--- config.mk ---
export PLATFORM = sky130hd
export DESIGN_NAME = clock_display_scan_multiplexer
export DESIGN_NICKNAME = d
export VERILOG_FILES = /design/src/rtl/cdsm_pkg.sv /design/src/rtl/cdsm_timer.sv /design/src/rtl/cdsm_decode.sv /design/src/rtl/clock_display_scan_multiplexer.sv
export VERILOG_INCLUDE_DIRS = /design/src /design/src/rtl
export SDC_FILE = /design/constraint.sdc
export NUM_CORES = 1
export LEC_CHECK = 0
export BUFFER_PORTS_ARGS = -buffer_cell sky130_fd_sc_hd__buf_4
export CAP_MARGIN = 20
export CORE_MARGIN = 5
export CORE_UTILIZATION = 62
export DETAILED_ROUTE_END_ITERATION = 8
export GPL_TIMING_DRIVEN = 1
export PLACE_DENSITY_LB_ADDON = 0.12
export SKIP_CTS_REPAIR_TIMING = 1
export SLEW_MARGIN = 15
export SYNTH_ARGS = -nofsm -noshare
export SYNTH_HDL_FRONTEND = slang
export SYNTH_SLANG_ARGS = --single-unit
--- constraint.sdc ---
create_clock -name clk -period 6.1 [get_ports clk]
set_clock_uncertainty 0.1 [all_clocks]
set_input_delay 1.83 -clock clk [delete_from_list [all_inputs] [get_ports clk]]
set_output_delay 1.83 -clock clk [all_outputs]
set_load 0.02 [all_outputs]
--- src/rtl/clock_display_scan_multiplexer_defines.svh ---
// assertion macros for the clock display scan multiplexer
`ifndef CLOCK_DISPLAY_SCAN_MULTIPLEXER_DEFINES_SVH
`define CLOCK_DISPLAY_SCAN_MULTIPLEXER_DEFINES_SVH

// same-cycle implication, disabled while reset is active
`define CDSM_ASSERT_IMP(name, clk, rst_n, ante, cons, msg) \
	name: assert property (@(posedge clk) disable iff (!rst_n) (ante) |-> (cons)) \
		else $error(msg);

// next-cycle implication, disabled while reset is active
`define CDSM_ASSERT_NXT(name, clk, rst_n, ante, cons, msg) \
	name: assert property (@(posedge clk) disable iff (!rst_n) (ante) |=> (cons)) \
		else $error(msg);

`endif

--- src/rtl/cdsm_pkg.sv ---
// shared types, codes and the digit glyph table for the display scan multiplexer
`default_nettype none

package cdsm_pkg;

	localparam int unsigned SCAN_W  = 8;
	localparam int unsigned BLINK_W = 16;
	localparam int unsigned CFG_W   = 16;
	localparam int unsigned TIME_W  = 32;
	localparam int unsigned VAL_W   = 6;
	localparam int unsigned SLOT_W  = 3;

	localparam logic [SCAN_W-1:0]  SCAN_PERIOD_RST    = 8'd3;
	localparam logic [BLINK_W-1:0] BLINK_INTERVAL_RST = 16'd500;

	localparam logic [VAL_W-1:0] VALUE_MAX = 6'd59;

	// configuration register indexes
	localparam logic REG_SCAN_PERIOD    = 1'b0;
	localparam logic REG_BLINK_INTERVAL = 1'b1;

	// mode codes
	localparam logic [1:0] MODE_SHOW    = 2'd0;
	localparam logic [1:0] MODE_SET_MIN = 2'd1;
	localparam logic [1:0] MODE_SET_SEC = 2'd2;
	localparam logic [1:0] MODE_ALARM   = 2'd3;

	// display positions
	localparam logic [SLOT_W-1:0] SLOT_MIN_TENS = 3'd0;
	localparam logic [SLOT_W-1:0] SLOT_MIN_UNIT = 3'd1;
	localparam logic [SLOT_W-1:0] SLOT_SEC_TENS = 3'd2;
	localparam logic [SLOT_W-1:0] SLOT_SEC_UNIT = 3'd3;
	localparam logic [SLOT_W-1:0] SLOT_COLON    = 3'd4;

	localparam logic [3:0] EN_ALL_OFF = 4'b1111;
	localparam logic [3:0] EN_COLON   = 4'b1101;

	typedef struct packed {
		logic              scan;
		logic              blink_on;
		logic [SLOT_W-1:0] slot;
	} scan_info_t;

	// segments a..g, a in bit 6
	function automatic logic [6:0] digit_glyph(input logic [3:0] digit);
		logic [6:0] g;
		case (digit)
			4'd0: g = 7'h7E;
			4'd1: g = 7'h30;
			4'd2: g = 7'h6D;
			4'd3: g = 7'h79;
			4'd4: g = 7'h33;
			4'd5: g = 7'h5B;
			4'd6: g = 7'h5F;
			4'd7: g = 7'h70;
			4'd8: g = 7'h7F;
			4'd9: g = 7'h7B;
			default: g = 7'h7E;
		endcase
		return g;
	endfunction

endpackage

`default_nettype wire

--- src/rtl/cdsm_timer.sv ---
// scan and blink timing state with the configuration registers
`default_nettype none

module cdsm_timer (
	input  wire logic                          clk,
	input  wire logic                          arst_n,
	input  wire logic                          cfg_we,
	input  wire logic                          cfg_index,
	input  wire logic [cdsm_pkg::CFG_W-1:0]    cfg_data,
	input  wire logic [cdsm_pkg::TIME_W-1:0]   time_ms,
	input  wire logic                          fire,
	output cdsm_pkg::scan_info_t               info
);
	import cdsm_pkg::*;

	logic [SCAN_W-1:0]  scan_period_q;
	logic [BLINK_W-1:0] blink_interval_q;
	logic [TIME_W-1:0]  last_scan_q;
	logic [TIME_W-1:0]  last_blink_q;
	logic               blink_on_q;
	logic [SLOT_W-1:0]  slot_q;

	logic [TIME_W-1:0]  scan_age;
	logic [TIME_W-1:0]  blink_age;
	logic               blink_due;
	logic [SLOT_W-1:0]  slot_cur;

	always_comb begin
		scan_age  = time_ms - last_scan_q;
		blink_age = time_ms - last_blink_q;
		blink_due = blink_age >= {{(TIME_W-BLINK_W){1'b0}}, blink_interval_q};
		// out-of-range slot codes count as the first position
		slot_cur  = (slot_q > SLOT_COLON) ? SLOT_MIN_TENS : slot_q;
		info.scan     = scan_age >= {{(TIME_W-SCAN_W){1'b0}}, scan_period_q};
		info.blink_on = blink_due ? ~blink_on_q : blink_on_q;
		info.slot     = slot_cur;
	end

	always_ff @(posedge clk or negedge arst_n) begin
		if (!arst_n) begin
			scan_period_q    <= SCAN_PERIOD_RST;
			blink_interval_q <= BLINK_INTERVAL_RST;
		end else if (cfg_we) begin
			case (cfg_index)
				REG_SCAN_PERIOD:    scan_period_q    <= cfg_data[SCAN_W-1:0];
				REG_BLINK_INTERVAL: blink_interval_q <= cfg_data[BLINK_W-1:0];
				default: ;
			endcase
		end
	end

	always_ff @(posedge clk or negedge arst_n) begin
		if (!arst_n) begin
			last_scan_q  <= '0;
			last_blink_q <= '0;
			blink_on_q   <= 1'b0;
			slot_q       <= SLOT_MIN_TENS;
		end else if (fire && info.scan) begin
			last_scan_q <= time_ms;
			blink_on_q  <= info.blink_on;
			if (blink_due) begin
				last_blink_q <= time_ms;
			end
			slot_q <= (slot_cur == SLOT_COLON) ? SLOT_MIN_TENS : slot_cur + 3'd1;
		end
	end

endmodule

`default_nettype wire

--- src/rtl/cdsm_decode.sv ---
// digit split, blanking and seven-segment decode for one display position
`default_nettype none

module cdsm_decode (
	input  wire logic [1:0]                    mode,
	input  wire logic [cdsm_pkg::VAL_W-1:0]    clock_minutes,
	input  wire logic [cdsm_pkg::VAL_W-1:0]    clock_seconds,
	input  wire logic [cdsm_pkg::VAL_W-1:0]    alarm_minutes,
	input  wire logic [cdsm_pkg::VAL_W-1:0]    alarm_seconds,
	input  cdsm_pkg::scan_info_t               info,
	output logic [6:0]                         seg,
	output logic [3:0]                         en,
	output logic                               pt
);
	import cdsm_pkg::*;

	logic [VAL_W-1:0] mins_raw;
	logic [VAL_W-1:0] secs_raw;
	logic [VAL_W-1:0] mins;
	logic [VAL_W-1:0] secs;
	logic [VAL_W-1:0] val;
	logic [10:0]      prod;
	logic [3:0]       tens;
	logic [VAL_W-1:0] units_w;
	logic [3:0]       digit;
	logic             blank;

	always_comb begin
		if (mode inside {MODE_SET_MIN, MODE_SET_SEC}) begin
			mins_raw = alarm_minutes;
			secs_raw = alarm_seconds;
		end else begin
			mins_raw = clock_minutes;
			secs_raw = clock_seconds;
		end
		mins = (mins_raw > VALUE_MAX) ? VALUE_MAX : mins_raw;
		secs = (secs_raw > VALUE_MAX) ? VALUE_MAX : secs_raw;

		val = (info.slot inside {SLOT_MIN_TENS, SLOT_MIN_UNIT}) ? mins : secs;
		// divide by ten via multiply by 13 and shift, exact for 0..59
		prod    = {5'd0, val} * 11'd13;
		tens    = {1'b0, prod[9:7]};
		units_w = val - ({2'b0, tens} * 6'd10);

		case (info.slot)
			SLOT_MIN_TENS, SLOT_SEC_TENS: digit = tens;
			default:                      digit = units_w[3:0];
		endcase

		seg   = '0;
		en    = EN_ALL_OFF;
		pt    = 1'b0;
		blank = 1'b0;
		if (info.slot == SLOT_COLON) begin
			if (!(mode == MODE_ALARM && !info.blink_on)) begin
				en = EN_COLON;
				pt = 1'b1;
			end
		end else begin
			if (info.slot inside {SLOT_MIN_TENS, SLOT_MIN_UNIT}) begin
				blank = (mode == MODE_SET_MIN) && !info.blink_on;
			end else begin
				blank = (mode == MODE_SET_SEC) && !info.blink_on;
			end
			if (!blank) begin
				seg = digit_glyph(digit);
				en  = ~(4'b0001 << info.slot[1:0]);
			end
		end
	end

endmodule

`default_nettype wire

--- src/rtl/clock_display_scan_multiplexer.sv ---
// top level of the four-digit clock display scan multiplexer
//
// usage:
// - input channel (in_valid/in_stall) carries one request per millisecond
//   sample: timestamp, mode, clock and alarm minutes and seconds
// - each request first lands in an input register; there it is
//   checked against the scan period and, if due, decoded for the current
//   display position into the output register
// - output channel (out_valid/out_stall) delivers segments, active-low
//   digit enables and the colon point; a request that is not due yields none
// - out_valid rises when a due request moves from the input register into
//   the output register; one request per cycle is sustained unless the
//   output stalls, set by the single timing compare and decode stage
// - a stalled output holds its result; the input register still drains
//   requests that produce no result, and stalls only when a due request
//   finds the output full and stalled
// - configuration writes (cfg_we, cfg_index, cfg_data) take effect at once
//   and belong to idle periods
// - reset clears timing state: scan and blink references to 0, blink off,
//   first position, both channels empty, configuration registers to defaults
`default_nettype none

module clock_display_scan_multiplexer (
	input  wire logic                        clk,
	input  wire logic                        arst_n,
	input  wire logic                        cfg_we,
	input  wire logic                        cfg_index,
	input  wire logic [cdsm_pkg::CFG_W-1:0]  cfg_data,
	input  wire logic                        in_valid,
	output logic                             in_stall,
	input  wire logic [cdsm_pkg::TIME_W-1:0] time_ms,
	input  wire logic [1:0]                  mode,
	input  wire logic [cdsm_pkg::VAL_W-1:0]  clock_minutes,
	input  wire logic [cdsm_pkg::VAL_W-1:0]  clock_seconds,
	input  wire logic [cdsm_pkg::VAL_W-1:0]  alarm_minutes,
	input  wire logic [cdsm_pkg::VAL_W-1:0]  alarm_seconds,
	output logic                             out_valid,
	input  wire logic                        out_stall,
	output logic [6:0]                       segment_lines,
	output logic [3:0]                       digit_enables,
	output logic                             point_line
);
	import cdsm_pkg::*;

`include "clock_display_scan_multiplexer_defines.svh"

	// input register
	logic              valid_s1;
	logic [TIME_W-1:0] time_s1;
	logic [1:0]        mode_s1;
	logic [VAL_W-1:0]  cmin_s1;
	logic [VAL_W-1:0]  csec_s1;
	logic [VAL_W-1:0]  amin_s1;
	logic [VAL_W-1:0]  asec_s1;

	// output register
	logic              out_valid_q;
	logic [6:0]        seg_q;
	logic [3:0]        en_q;
	logic              pt_q;

	scan_info_t        info;
	logic [6:0]        seg_d;
	logic [3:0]        en_d;
	logic              pt_d;
	logic              advance;
	logic              in_take;

	// a request with no result never waits on the output
	assign advance  = valid_s1 && (!info.scan || !out_valid_q || !out_stall);
	assign in_stall = valid_s1 && !advance;
	assign in_take  = in_valid && !in_stall;

	always_ff @(posedge clk or negedge arst_n) begin
		if (!arst_n) begin
			valid_s1 <= 1'b0;
		end else if (in_take) begin
			valid_s1 <= 1'b1;
		end else if (advance) begin
			valid_s1 <= 1'b0;
		end
	end

	always_ff @(posedge clk) begin
		if (in_take) begin
			time_s1 <= time_ms;
			mode_s1 <= mode;
			cmin_s1 <= clock_minutes;
			csec_s1 <= clock_seconds;
			amin_s1 <= alarm_minutes;
			asec_s1 <= alarm_seconds;
		end
	end

	cdsm_timer u_timer (
		.clk       (clk),
		.arst_n    (arst_n),
		.cfg_we    (cfg_we),
		.cfg_index (cfg_index),
		.cfg_data  (cfg_data),
		.time_ms   (time_s1),
		.fire      (advance),
		.info      (info)
	);

	cdsm_decode u_decode (
		.mode          (mode_s1),
		.clock_minutes (cmin_s1),
		.clock_seconds (csec_s1),
		.alarm_minutes (amin_s1),
		.alarm_seconds (asec_s1),
		.info          (info),
		.seg           (seg_d),
		.en            (en_d),
		.pt            (pt_d)
	);

	always_ff @(posedge clk or negedge arst_n) begin
		if (!arst_n) begin
			out_valid_q <= 1'b0;
		end else if (advance && info.scan) begin
			out_valid_q <= 1'b1;
		end else if (!out_stall) begin
			out_valid_q <= 1'b0;
		end
	end

	always_ff @(posedge clk) begin
		if (advance && info.scan) begin
			seg_q <= seg_d;
			en_q  <= en_d;
			pt_q  <= pt_d;
		end
	end

	assign out_valid     = out_valid_q;
	assign segment_lines = seg_q;
	assign digit_enables = en_q;
	assign point_line    = pt_q;

	// a lit digit has exactly one enable low
	`CDSM_ASSERT_IMP(a_one_digit, clk, arst_n, out_valid && segment_lines != 7'd0, $countones(digit_enables) == 3, "lit digit without a single enable")
	// the colon shows alone on digit two
	`CDSM_ASSERT_IMP(a_colon_alone, clk, arst_n, out_valid && point_line, digit_enables == EN_COLON && segment_lines == 7'd0, "colon drive mixed with a digit")
	// input stalls only behind a held request
	`CDSM_ASSERT_IMP(a_stall_cause, clk, arst_n, in_stall, valid_s1 && out_valid_q && out_stall, "input stalled without a blocked request")
	// an accepted request occupies the input register next cycle
	`CDSM_ASSERT_NXT(a_take_fills, clk, arst_n, in_take, valid_s1, "accepted request lost")

endmodule

`default_nettype wire
==> impl_metrics.ini, run 1 <==
[outcome]
status = finished with violations
violations = negative setup slack

[die]
rows = 50
io_pins = 94
core_area_um2 = 18700
initial_utilization_pct = 62.8
die_boundary_width_um = 148
design.die.area_um2 = 21800
die_y_um = 148

[hold_path]
hold_path.startpoint = u_timer.last_scan_q[25]
worst_hold_path.endpoint = u_timer.last_scan_q[25]
worstHoldPathCells = 1
hold_path_class = reg2reg

[power]
net-switching-power_uw = 2440
combinationalPowerShare_pct = 56.4
totalPowerFinal_uw = 5900
internal_power_uw = 3460
power.share.switching_pct = 41.4
clk_network_pwr_share_pct = 17.9
total_leakage_power_uw = 0.00613
max-vdd-ir-drop_mv = 0.398
cell_pwr_density_nw_per_um2 = 445
seqPwrFrac_pct = 25.7

[synth]
register_bit_count_reported_by_yosys = 164
post_synth_instance_area_um2 = 11700
netlist-cell-type-count = 92
synth_async_sr_flop_share_pct = 57.3
yosysWarningCount = 0
dominantRegCellSynth = sky130_fd_sc_hd__dfrtp_1
syn-num-nets = 1339
syn_inst = 1142
synth_area_per_cell_um2 = 10.3
synth.yosys.seq_area_share_pct = 38.0
synth_enable_flop_cells = 70

[cells_and_area]
regArea_um2 = 4460
drive_above_1_share_pct = 21.9
final_net_count = 1430
layout_stage_area_growth_over_the_synthesis_result_pct = 12.9
filler_cell_count = 1397
final_cell_count_no_fill = 1480
multiInputGateArea_um2 = 6600
antennaDiodeCount = 0

[setup_path]
start_kind = register
r2r_setup_slack_ps = 390
timing.critical_path.arrival_ps = 4540
crit_required_ps = 4170
rr_endpoint = segment_lines[0]
worstPathCellList = ha_1 > nor2b_1 > o21a_1 > o211ai_1 > nand2_1 > xor2_1 > ha_1 > a221oi_2 > o221ai_1 > nor2_1 > o221ai_2 > nor4b_2 > nand4_1 > or4b_4 > o31ai_4 > or2_4 > inv_2 > buf_6
worstSetupPathType = reg2out
buffers_inverters_on_critical_path = 2
cp_max_fo = 4
slowest_delay_ps = 580
critical_path_sink_type = output pin
worst_r2r_startpoint = mode_s1[1]
depth_of_the_worst_register_to_register_path = 23
critPathTopFamily = simple AND/OR/NAND/NOR gates
cpMostUsedCell = sky130_fd_sc_hd__ha_1
cpMaxStageDelayCell = sky130_fd_sc_hd__or4b_4

[sta]
min_period_over_period_pct = 106
timing_worst_slew_pin_value_ps = 836
slew_headroom_pct = 44.1
maximum_clock_frequency_mhz = 154
timing_hold_violations_final = 0
finalCriticalPeriod_ps = 6470
hold_ws_ps = 394
unrepaired_setup_endpoints_after_global_routing = true
finalSetupViolCount = 1
postLayoutSetupSlackWorst_ps = -375
fin_tns_setup_ps = -375
number_of_max_slew_violations_in_the_final_report = 0

[clock_network]
tritoncts_clock_tree = done
cell_at_the_root_of_the_clock_tree = sky130_fd_sc_hd__clkbuf_16
cts.htree.levels = 4
max_clock_buf_depth = 2
tritoncts.num_buffers = 17
clk_pin_slew_worst_paths_ps = 70
clock_insertion_delay_worst_skew_ps = 430
cts_num_sinks = 164

[drt]
remaining_drc_errors = 0
number_of_vias_per_cell_after_detailed_routing = 6.05
first_pass_iters = 5
totalWireLength_um = 27000
detailedRoute.firstIterationViolations = 524
ant_nets = 0
via_count = 8953
drt_wl_cell_um = 18.2

[grt]
groute.layer.met2.usage_pct = 38.5
grt_use_total_pct = 25.1
grt_first_pass_wirelength_um = 44100
use_met1_pct = 37.2
busiest_layer = met2
antenna_found_initial = 0
globalRoute.totalOverflow = 0
first_global_vias = 8670
grt.met3_usage_pct = 5.33
grt_max_degree = 52

[place]
io_buffers = 93
place_inst = 1445
place.gp.congestion = 0.951
place.detailed.hpwl_um = 21000

[flow_run]
drv.max_cap_violation_count = 0
[sequential cells by signal (all words and copies together) (netlist names), 6 cells and up]
name,count
u_timer.last_blink_q,32
u_timer.last_scan_q,32
cmin_s1,6
csec_s1,6
time_s1,32
u_timer.scan_period_q,8
asec_s1,6
amin_s1,6
segment_lines,7
u_timer.blink_interval_q,16
[kinds of logic (layout without fill, tap and decap cells)]
kind of cell               Yosys count  count (layout)  share of synthesized area (%)
AOI/OAI and AO/OA                  284             284                           16.9
xor gates and xnor gates            45              45                           3.36
adders and majority gates          117             117                           12.7
buffers and inverters              163             267                           6.42
DFF                                164             164                           38.0
muxes                              102             102                           11.5
and+or+nand+nor                    267             267                           11.2
[power by group through the flow]
| stage | Sequential, µW | Clock (µW) | Combinational [µW] |
|---|---|---|---|
| 4_1_cts | 1520 | 1070 | 3240 |
| 2_1_floorplan | 1540 | 0 | 2480 |
| 3_5_place_dp | 1540 | 0 | 3220 |
| 6_report | 1520 | 1060 | 3330 |
| 5_1_grt | 1540 | 1130 | 3730 |
| 3_3_place_gp | 1530 | 0 | 3130 |
[per-layer routing]
| layer | vias up | routed length, µm |
|---|---|---|
| met3 | 23 | 1590 |
| met1 | 4338 | 13000 |
| li1 | 4337 | - |
| met4 | 0 | 280 |
| met5 | - | 0 |
| met2 | 255 | 12100 |
[cell usage after synthesis (all sizes together) (6+ instances only)]
cell type	instances	share of area (%)
a211oi	8	0.62
a21o	28	1.8
a21oi	83	3.6
a221o	6	0.51
a31oi	14	0.85
and2	6	0.32
and3	11	0.59
buf	15	1.6
clkbuf	19	0.65
dfrtp	86	18
dfstp	8	1.8
edfxtp	70	18
ha	113	12
inv	128	4.1
mux2	87	9.9
mux2i	12	1.0
nand2	95	3.0
nand2b	7	0.37
nand3	18	0.77
nand4	20	1.1
nor2	52	1.7
nor2b	7	0.37
nor3	16	0.68
nor4	8	0.48
o2111ai	10	0.95
o211ai	15	1.1
o21a	15	0.96
o21ai	48	2.1
o22ai	6	0.32
or3	6	0.32
xnor2	31	2.3
xor2	14	1.0
[how the worst max path moves through the flow]
stage          cells after the start  slack [ps]        from  endpoint
2_1_floorplan                     17         430  time_s1[6]  in_stall
3_3_place_gp                      19         170  time_s1[0]  in_stall
3_5_place_dp                      19          -8  time_s1[0]  in_stall
4_1_cts                           19        -500  time_s1[0]  in_stall
5_1_grt                           18        -640  time_s1[1]  in_stall
6_report                          18        -370  time_s1[1]  in_stall
[final cells by class]
cell class                 count  share of cell area [%]
multi-input combinational    815                    49.7
sequential                   164                    33.7
timing repair buffer         107                    6.37
inverter                     128                    3.62
clock buffer                  17                    3.21
tap                          234                    2.21
clock inverter                15                    1.17
[stage by stage]
step	utilization, %	worst slack [ps]	area [µm²]
2_1_floorplan	-	431	11700
3_3_place_gp	67.3	168	12600
3_5_place_dp	67.3	-8.35	12600
4_1_cts	70.4	-500	13200
5_1_grt	70.9	-637	13300
6_report	70.9	-375	13300
[cells in the final DEF, fill, tap and decap left out, drive strengths merged, types with 8 or more instances in the layout]
cell       n
nand4     20
buf      107
a21o      28
clkbuf    17
ha       113
nor3      16
dfstp      8
nor2      52
a31oi     14
nor4       8
nand3     18
edfxtp    70
o21a      15
and3      11
a211oi     8
nand2     95
xnor2     31
o21ai     48
mux2      87
o2111ai   10
a21oi     83
o211ai    15
xor2      14
inv      138
dfrtp     86
mux2i     12
No activity file was read; power rests on OpenSTA's default activity.
==> run 2, diff against run 1 <==
==> constraint.sdc (replaced) <==
create_clock -name clk -period 6.1 [get_ports clk]
set_clock_uncertainty 0.1 [all_clocks]
set_input_delay 1.83 -clock clk [delete_from_list [all_inputs] [get_ports clk]]
set_output_delay 1.83 -clock clk [all_outputs]
set_load 0.1 [all_outputs]
==> run 2 against run 1 <==
Effect of this change:
- the flow still finishes with violations (negative setup slack)
- sequential power barely moved
- via count grew 0.89%
- critical path depth increased by 1
- highest routed layer unchanged
- utilization up 0.47 points
==> impl_metrics.ini, run 2 (synthesis gave the netlist of run 1 again) <==
[grt]
globalRoute.totalOverflow = 0
grt_use_total_pct = 24.8
antenna_found_initial = 0
grt_first_pass_wirelength_um = 43700
grt_max_degree = 62
first_global_vias = 8739

[outcome]
status = finished with violations
violations = negative setup slack

[die]
die_y_um = 148
design.die.area_um2 = 21800
die_boundary_width_um = 148
rows = 50
core_area_um2 = 18700
io_pins = 94
initial_utilization_pct = 62.8

[hold_path]
hold_path_class = reg2reg

[cells_and_area]
layout_stage_area_growth_over_the_synthesis_result_pct = 13.6
mostFrequentLayoutCells = sky130_fd_sc_hd__inv_1, sky130_fd_sc_hd__buf_4, sky130_fd_sc_hd__ha_1, sky130_fd_sc_hd__nand2_1, sky130_fd_sc_hd__dfrtp_1
final_net_count = 1443
layout_top_registers = time_s1 (32), u_timer.last_blink_q (32), u_timer.last_scan_q (32)
layout_commonest_cell = sky130_fd_sc_hd__inv_1
drive_above_1_share_pct = 22.6
antennaDiodeCount = 0
filler_cell_count = 1399

[flow_run]
drv.max_cap_violation_count = 0

[sta]
timing_worst_slew_pin_value_ps = 851
maximum_clock_frequency_mhz = 154
slew_headroom_pct = 43.2
hold_ws_ps = 394
number_of_max_slew_violations_in_the_final_report = 0
finalCriticalPeriod_ps = 6480
unrepaired_setup_endpoints_after_global_routing = true
finalSetupViolCount = 1
min_period_over_period_pct = 106
timing_hold_violations_final = 0
postLayoutSetupSlackWorst_ps = -376

[drt]
remaining_drc_errors = 0
detailedRoute.firstIterationViolations = 558
first_pass_iters = 5
via_count = 9033
totalWireLength_um = 26900
drt_wl_cell_um = 18.0
ant_nets = 0
number_of_vias_per_cell_after_detailed_routing = 6.05

[clock_network]
cell_at_the_root_of_the_clock_tree = sky130_fd_sc_hd__clkbuf_16
tritoncts.num_buffers = 17
clk_pin_slew_worst_paths_ps = 60
cts.htree.levels = 4
cts_num_sinks = 164
tritoncts_clock_tree = done
clock_insertion_delay_worst_skew_ps = 430
max_clock_buf_depth = 2

[setup_path]
timing.critical_path.arrival_ps = 4550
start_kind = register
critical_path_sink_type = output pin
crit_required_ps = 4170
cp_max_fo = 4
worstSetupPathType = reg2out

[place]
io_buffers = 93
place.detailed.hpwl_um = 20700
place.gp.congestion = 0.932

[power]
max-vdd-ir-drop_mv = 0.365
cell_pwr_density_nw_per_um2 = 461
total_leakage_power_uw = 0.00618
totalPowerFinal_uw = 6160
-- run 2: changes by cell type in the layout (fill, tap and decap cells not counted), sizes merged --
cell and delta:
clkinvlp +3, clkbuf +3, buf +13, bufinv +1, clkinv -3, inv -4
-- run 2: stage by stage --
step | area, µm² | instances | worst slack (ps) | setup TNS (ps) | utilization [%]
4_1_cts | 13200 | 1488 | -486 | -486 | 70.8
6_report | 13300 | 1493 | -376 | -376 | 71.4
3_5_place_dp | 12700 | 1456 | 8.14 | 0 | 67.7
2_1_floorplan | 11700 | 1142 | 165 | 0 | -
5_1_grt | 13300 | 1493 | -552 | -552 | 71.4
3_3_place_gp | 12700 | 1456 | 113 | 0 | 67.7
-- run 2: worst paths after layout --
kind | cells after the start | slack [ps] | start | endpoint
max | 19 | -380 | u_timer.last_scan_q[1] | in_stall
min | 1 | 390 | u_timer.last_scan_q[25] | u_timer.last_scan_q[25]
max reg2reg | 22 | 380 | mode_s1[1] | segment_lines[0]
min reg2reg | 1 | 390 | u_timer.last_scan_q[25] | u_timer.last_scan_q[25]
max in group asynchronous | 2 | 3520 | arst_n | u_timer.last_scan_q[29]
min in group asynchronous | 1 | 1410 | arst_n | u_timer.last_blink_q[4]
-- run 2: layer usage --
layer	part of all wire [%]	up-vias	global-route usage, %	wire length, µm
li1	-	4376	-	-
met1	48	4352	35.8	12900
met2	45	264	38.7	12000
met3	5.7	41	4.78	1530
met4	1.8	0	6.66	472
met5	0	-	0	0
-- run 2: area by class of cell --
| type | count | area, µm² | area share (%) |
|---|---|---|---|
| multi-input combinational | 815 | 6600 | 49.4 |
| sequential | 164 | 4460 | 33.4 |
| timing repair buffer | 120 | 938 | 7.03 |
| inverter | 128 | 480 | 3.60 |
| clock buffer | 20 | 458 | 3.43 |
| tap | 234 | 293 | 2.19 |
| clock inverter | 12 | 118 | 0.881 |
-- run 2: report_power, final --
group	internal, µW	leakage [µW]	switching (µW)
Sequential	1410	0.00176	101
Clock	595	0.000275	466
Combinational	1530	0.00414	2050
-- run 2: worst max-delay path: stages, from the launching register on --
cell	delay [ps]
sky130_fd_sc_hd__dfrtp_1	360
sky130_fd_sc_hd__inv_1	60
sky130_fd_sc_hd__ha_1	290
sky130_fd_sc_hd__nor2b_1	130
sky130_fd_sc_hd__o21a_2	240
sky130_fd_sc_hd__o211ai_1	240
sky130_fd_sc_hd__nand2_1	100
sky130_fd_sc_hd__xor2_1	150
sky130_fd_sc_hd__ha_1	340
sky130_fd_sc_hd__a221oi_2	240
sky130_fd_sc_hd__o221ai_1	160
sky130_fd_sc_hd__nor2_1	150
sky130_fd_sc_hd__o221ai_2	110
sky130_fd_sc_hd__nor4b_2	280
sky130_fd_sc_hd__nand4_1	150
sky130_fd_sc_hd__or4b_4	570
sky130_fd_sc_hd__o31ai_4	190
sky130_fd_sc_hd__or2_4	170
sky130_fd_sc_hd__inv_2	40
sky130_fd_sc_hd__buf_12	150
==> run 3, diff against run 2 <==
--- a/config.mk
+++ b/config.mk
@@ -9,10 +9,11 @@
 export BUFFER_PORTS_ARGS = -buffer_cell sky130_fd_sc_hd__buf_4
 export CAP_MARGIN = 20
 export CORE_MARGIN = 5
-export CORE_UTILIZATION = 62
+export CORE_UTILIZATION = 60
 export DETAILED_ROUTE_END_ITERATION = 8
 export GPL_TIMING_DRIVEN = 1
 export PLACE_DENSITY_LB_ADDON = 0.12
+export SETUP_SLACK_MARGIN = 0.5
 export SKIP_CTS_REPAIR_TIMING = 1
 export SLEW_MARGIN = 15
 export SYNTH_ARGS = -nofsm -noshare
==> run 3 against run 2 <==
Effect of this change:
- the run still ends with negative setup slack left
- via count rose by 0.71%
- fmax barely moved
- utilization fell by 1.3 points
- sequential power barely moved
- largest cell class unchanged
- worst hold slack got worse by 1.3 ps
==> impl_metrics.ini, run 3 (synthesis gave the netlist of run 1 again) <==
[grt]
busiest_layer = met2
globalRoute.totalOverflow = 0
grt_use_total_pct = 24.7
grt.met3_usage_pct = 4.45
groute.layer.met2.usage_pct = 39.5
first_global_vias = 8591
grt_first_pass_wirelength_um = 43800
antenna_found_initial = 0
use_met1_pct = 34.3
grt_max_degree = 61

[setup_path]
timing.critical_path.arrival_ps = 4540
cp_max_fo = 4
depth_of_the_worst_register_to_register_path = 22
critPathTopFamily = simple AND/OR/NAND/NOR gates
slowest_delay_ps = 550
cp.depth = 18
buffers_inverters_on_critical_path = 2
worstSetupPathType = reg2out
start_kind = register
crit_required_ps = 4170
critical_path_sink_type = output pin
worstPathCellList = ha_1 > nor2b_1 > o21a_1 > o211ai_1 > nand2_1 > xor2_1 > ha_1 > a221oi_2 > o221ai_1 > nor2_1 > o221ai_1 > nor4b_2 > nand4_1 > or4b_4 > o31ai_4 > or2_4 > clkinvlp_4 > buf_6
cpMaxStageDelayCell = sky130_fd_sc_hd__or4b_4

[power]
max-vdd-ir-drop_mv = 1.01
cell_pwr_density_nw_per_um2 = 471
total_leakage_power_uw = 0.00626

[die]
die_y_um = 150
initial_utilization_pct = 60.6
design.die.area_um2 = 22500
rows = 51
core_area_um2 = 19400
io_pins = 94
die_boundary_width_um = 150

[cells_and_area]
layout_commonest_cell = sky130_fd_sc_hd__inv_1
layout_top_registers = time_s1 (32), u_timer.last_blink_q (32), u_timer.last_scan_q (32)
mostFrequentLayoutCells = sky130_fd_sc_hd__inv_1, sky130_fd_sc_hd__buf_4, sky130_fd_sc_hd__ha_1, sky130_fd_sc_hd__nand2_1, sky130_fd_sc_hd__dfrtp_1
antennaDiodeCount = 0
design_area_final_um2 = 13600
final_net_count = 1448
drive_above_1_share_pct = 24.4
layout_stage_area_growth_over_the_synthesis_result_pct = 15.7

[clock_network]
clk_pin_slew_worst_paths_ps = 80
clock_insertion_delay_worst_skew_ps = 440
tritoncts_clock_tree = done
cts_num_sinks = 164
tritoncts.num_buffers = 17
cts.htree.levels = 4
max_clock_buf_depth = 2
cell_at_the_root_of_the_clock_tree = sky130_fd_sc_hd__clkbuf_16

[drt]
via_count = 9097
detailedRoute.firstIterationViolations = 593
drt_wl_cell_um = 18.5
totalWireLength_um = 28200
remaining_drc_errors = 0
first_pass_iters = 6
number_of_vias_per_cell_after_detailed_routing = 5.95
ant_nets = 0

[outcome]
status = finished with violations
violations = negative setup slack

[hold_path]
worstHoldPathCells = 1
hold_path_class = reg2reg

[sta]
finalSetupViolCount = 1
slew_headroom_pct = 46.3
timing_worst_slew_pin_value_ps = 804
unrepaired_setup_endpoints_after_global_routing = true
min_period_over_period_pct = 106
maximum_clock_frequency_mhz = 155
postLayoutSetupSlackWorst_ps = -372
number_of_max_slew_violations_in_the_final_report = 0
timing_hold_violations_final = 0
finalCriticalPeriod_ps = 6470

[place]
cell_area_placed_um2 = 12700
io_buffers = 93
pre_cts_ws_ps = 86.5
place.gp.congestion = 0.949
place.detailed.hpwl_um = 20900

[flow_run]
drv.max_cap_violation_count = 0
[run 3: cell types whose count changed in the layout (fill, tap and decap cells not counted), moves of 3 or more]
cell,previous run,this run
sky130_fd_sc_hd__nand2_2,0,4
sky130_fd_sc_hd__a21oi_1,80,77
sky130_fd_sc_hd__nand2_1,95,91
sky130_fd_sc_hd__a21oi_2,3,6
sky130_fd_sc_hd__inv_8,1,6
[run 3: final timing paths]
check                                            to                     from  slack [ps]
max reg2reg                 u_timer.last_blink_q[6]               time_s1[0]         660
min                         u_timer.last_scan_q[30]  u_timer.last_scan_q[30]         390
min reg2reg                 u_timer.last_scan_q[30]  u_timer.last_scan_q[30]         390
min in group asynchronous    u_timer.last_scan_q[7]                   arst_n        1370
max                                        in_stall               time_s1[1]        -370
max in group asynchronous  u_timer.last_blink_q[22]                   arst_n        3520
[run 3: power by group]
part,internal [µW],switching (µW)
combinational,1650,2160
sequential,1410,104
clock,550,528
[run 3: cell type report]
class,count,area [µm²]
multi-input combinational,815,6720
timing repair buffer,125,1020
sequential,164,4460
tap,265,332
clock inverter,15,156
fill,1496,5800
inverter,128,484
clock buffer,17,425
[run 3: through the flow]
| stage | setup TNS (ps) | util, % | cells | hold WS, ps | total power [µW] |
|---|---|---|---|---|---|
| finish | -372 | 70.1 | 1529 | 393 | 6410 |
| global route | -663 | 70.1 | 1529 | 426 | 6900 |
| CTS | -404 | 68.5 | 1516 | 398 | 6100 |
| detailed placement | 0 | 65.5 | 1484 | 382 | 5000 |
| global placement | 0 | 65.5 | 1484 | 375 | 4910 |
| floorplan | 0 | - | 1142 | 364 | 4230 |
[run 3: per-layer routing]
layer | wire, µm | vias up | share of wire (%)
li1 | - | 4376 | -
met1 | 12500 | 4366 | 44
met2 | 13200 | 306 | 47
met3 | 1750 | 49 | 6.2
met4 | 790 | 0 | 2.8
met5 | 0 | - | 0
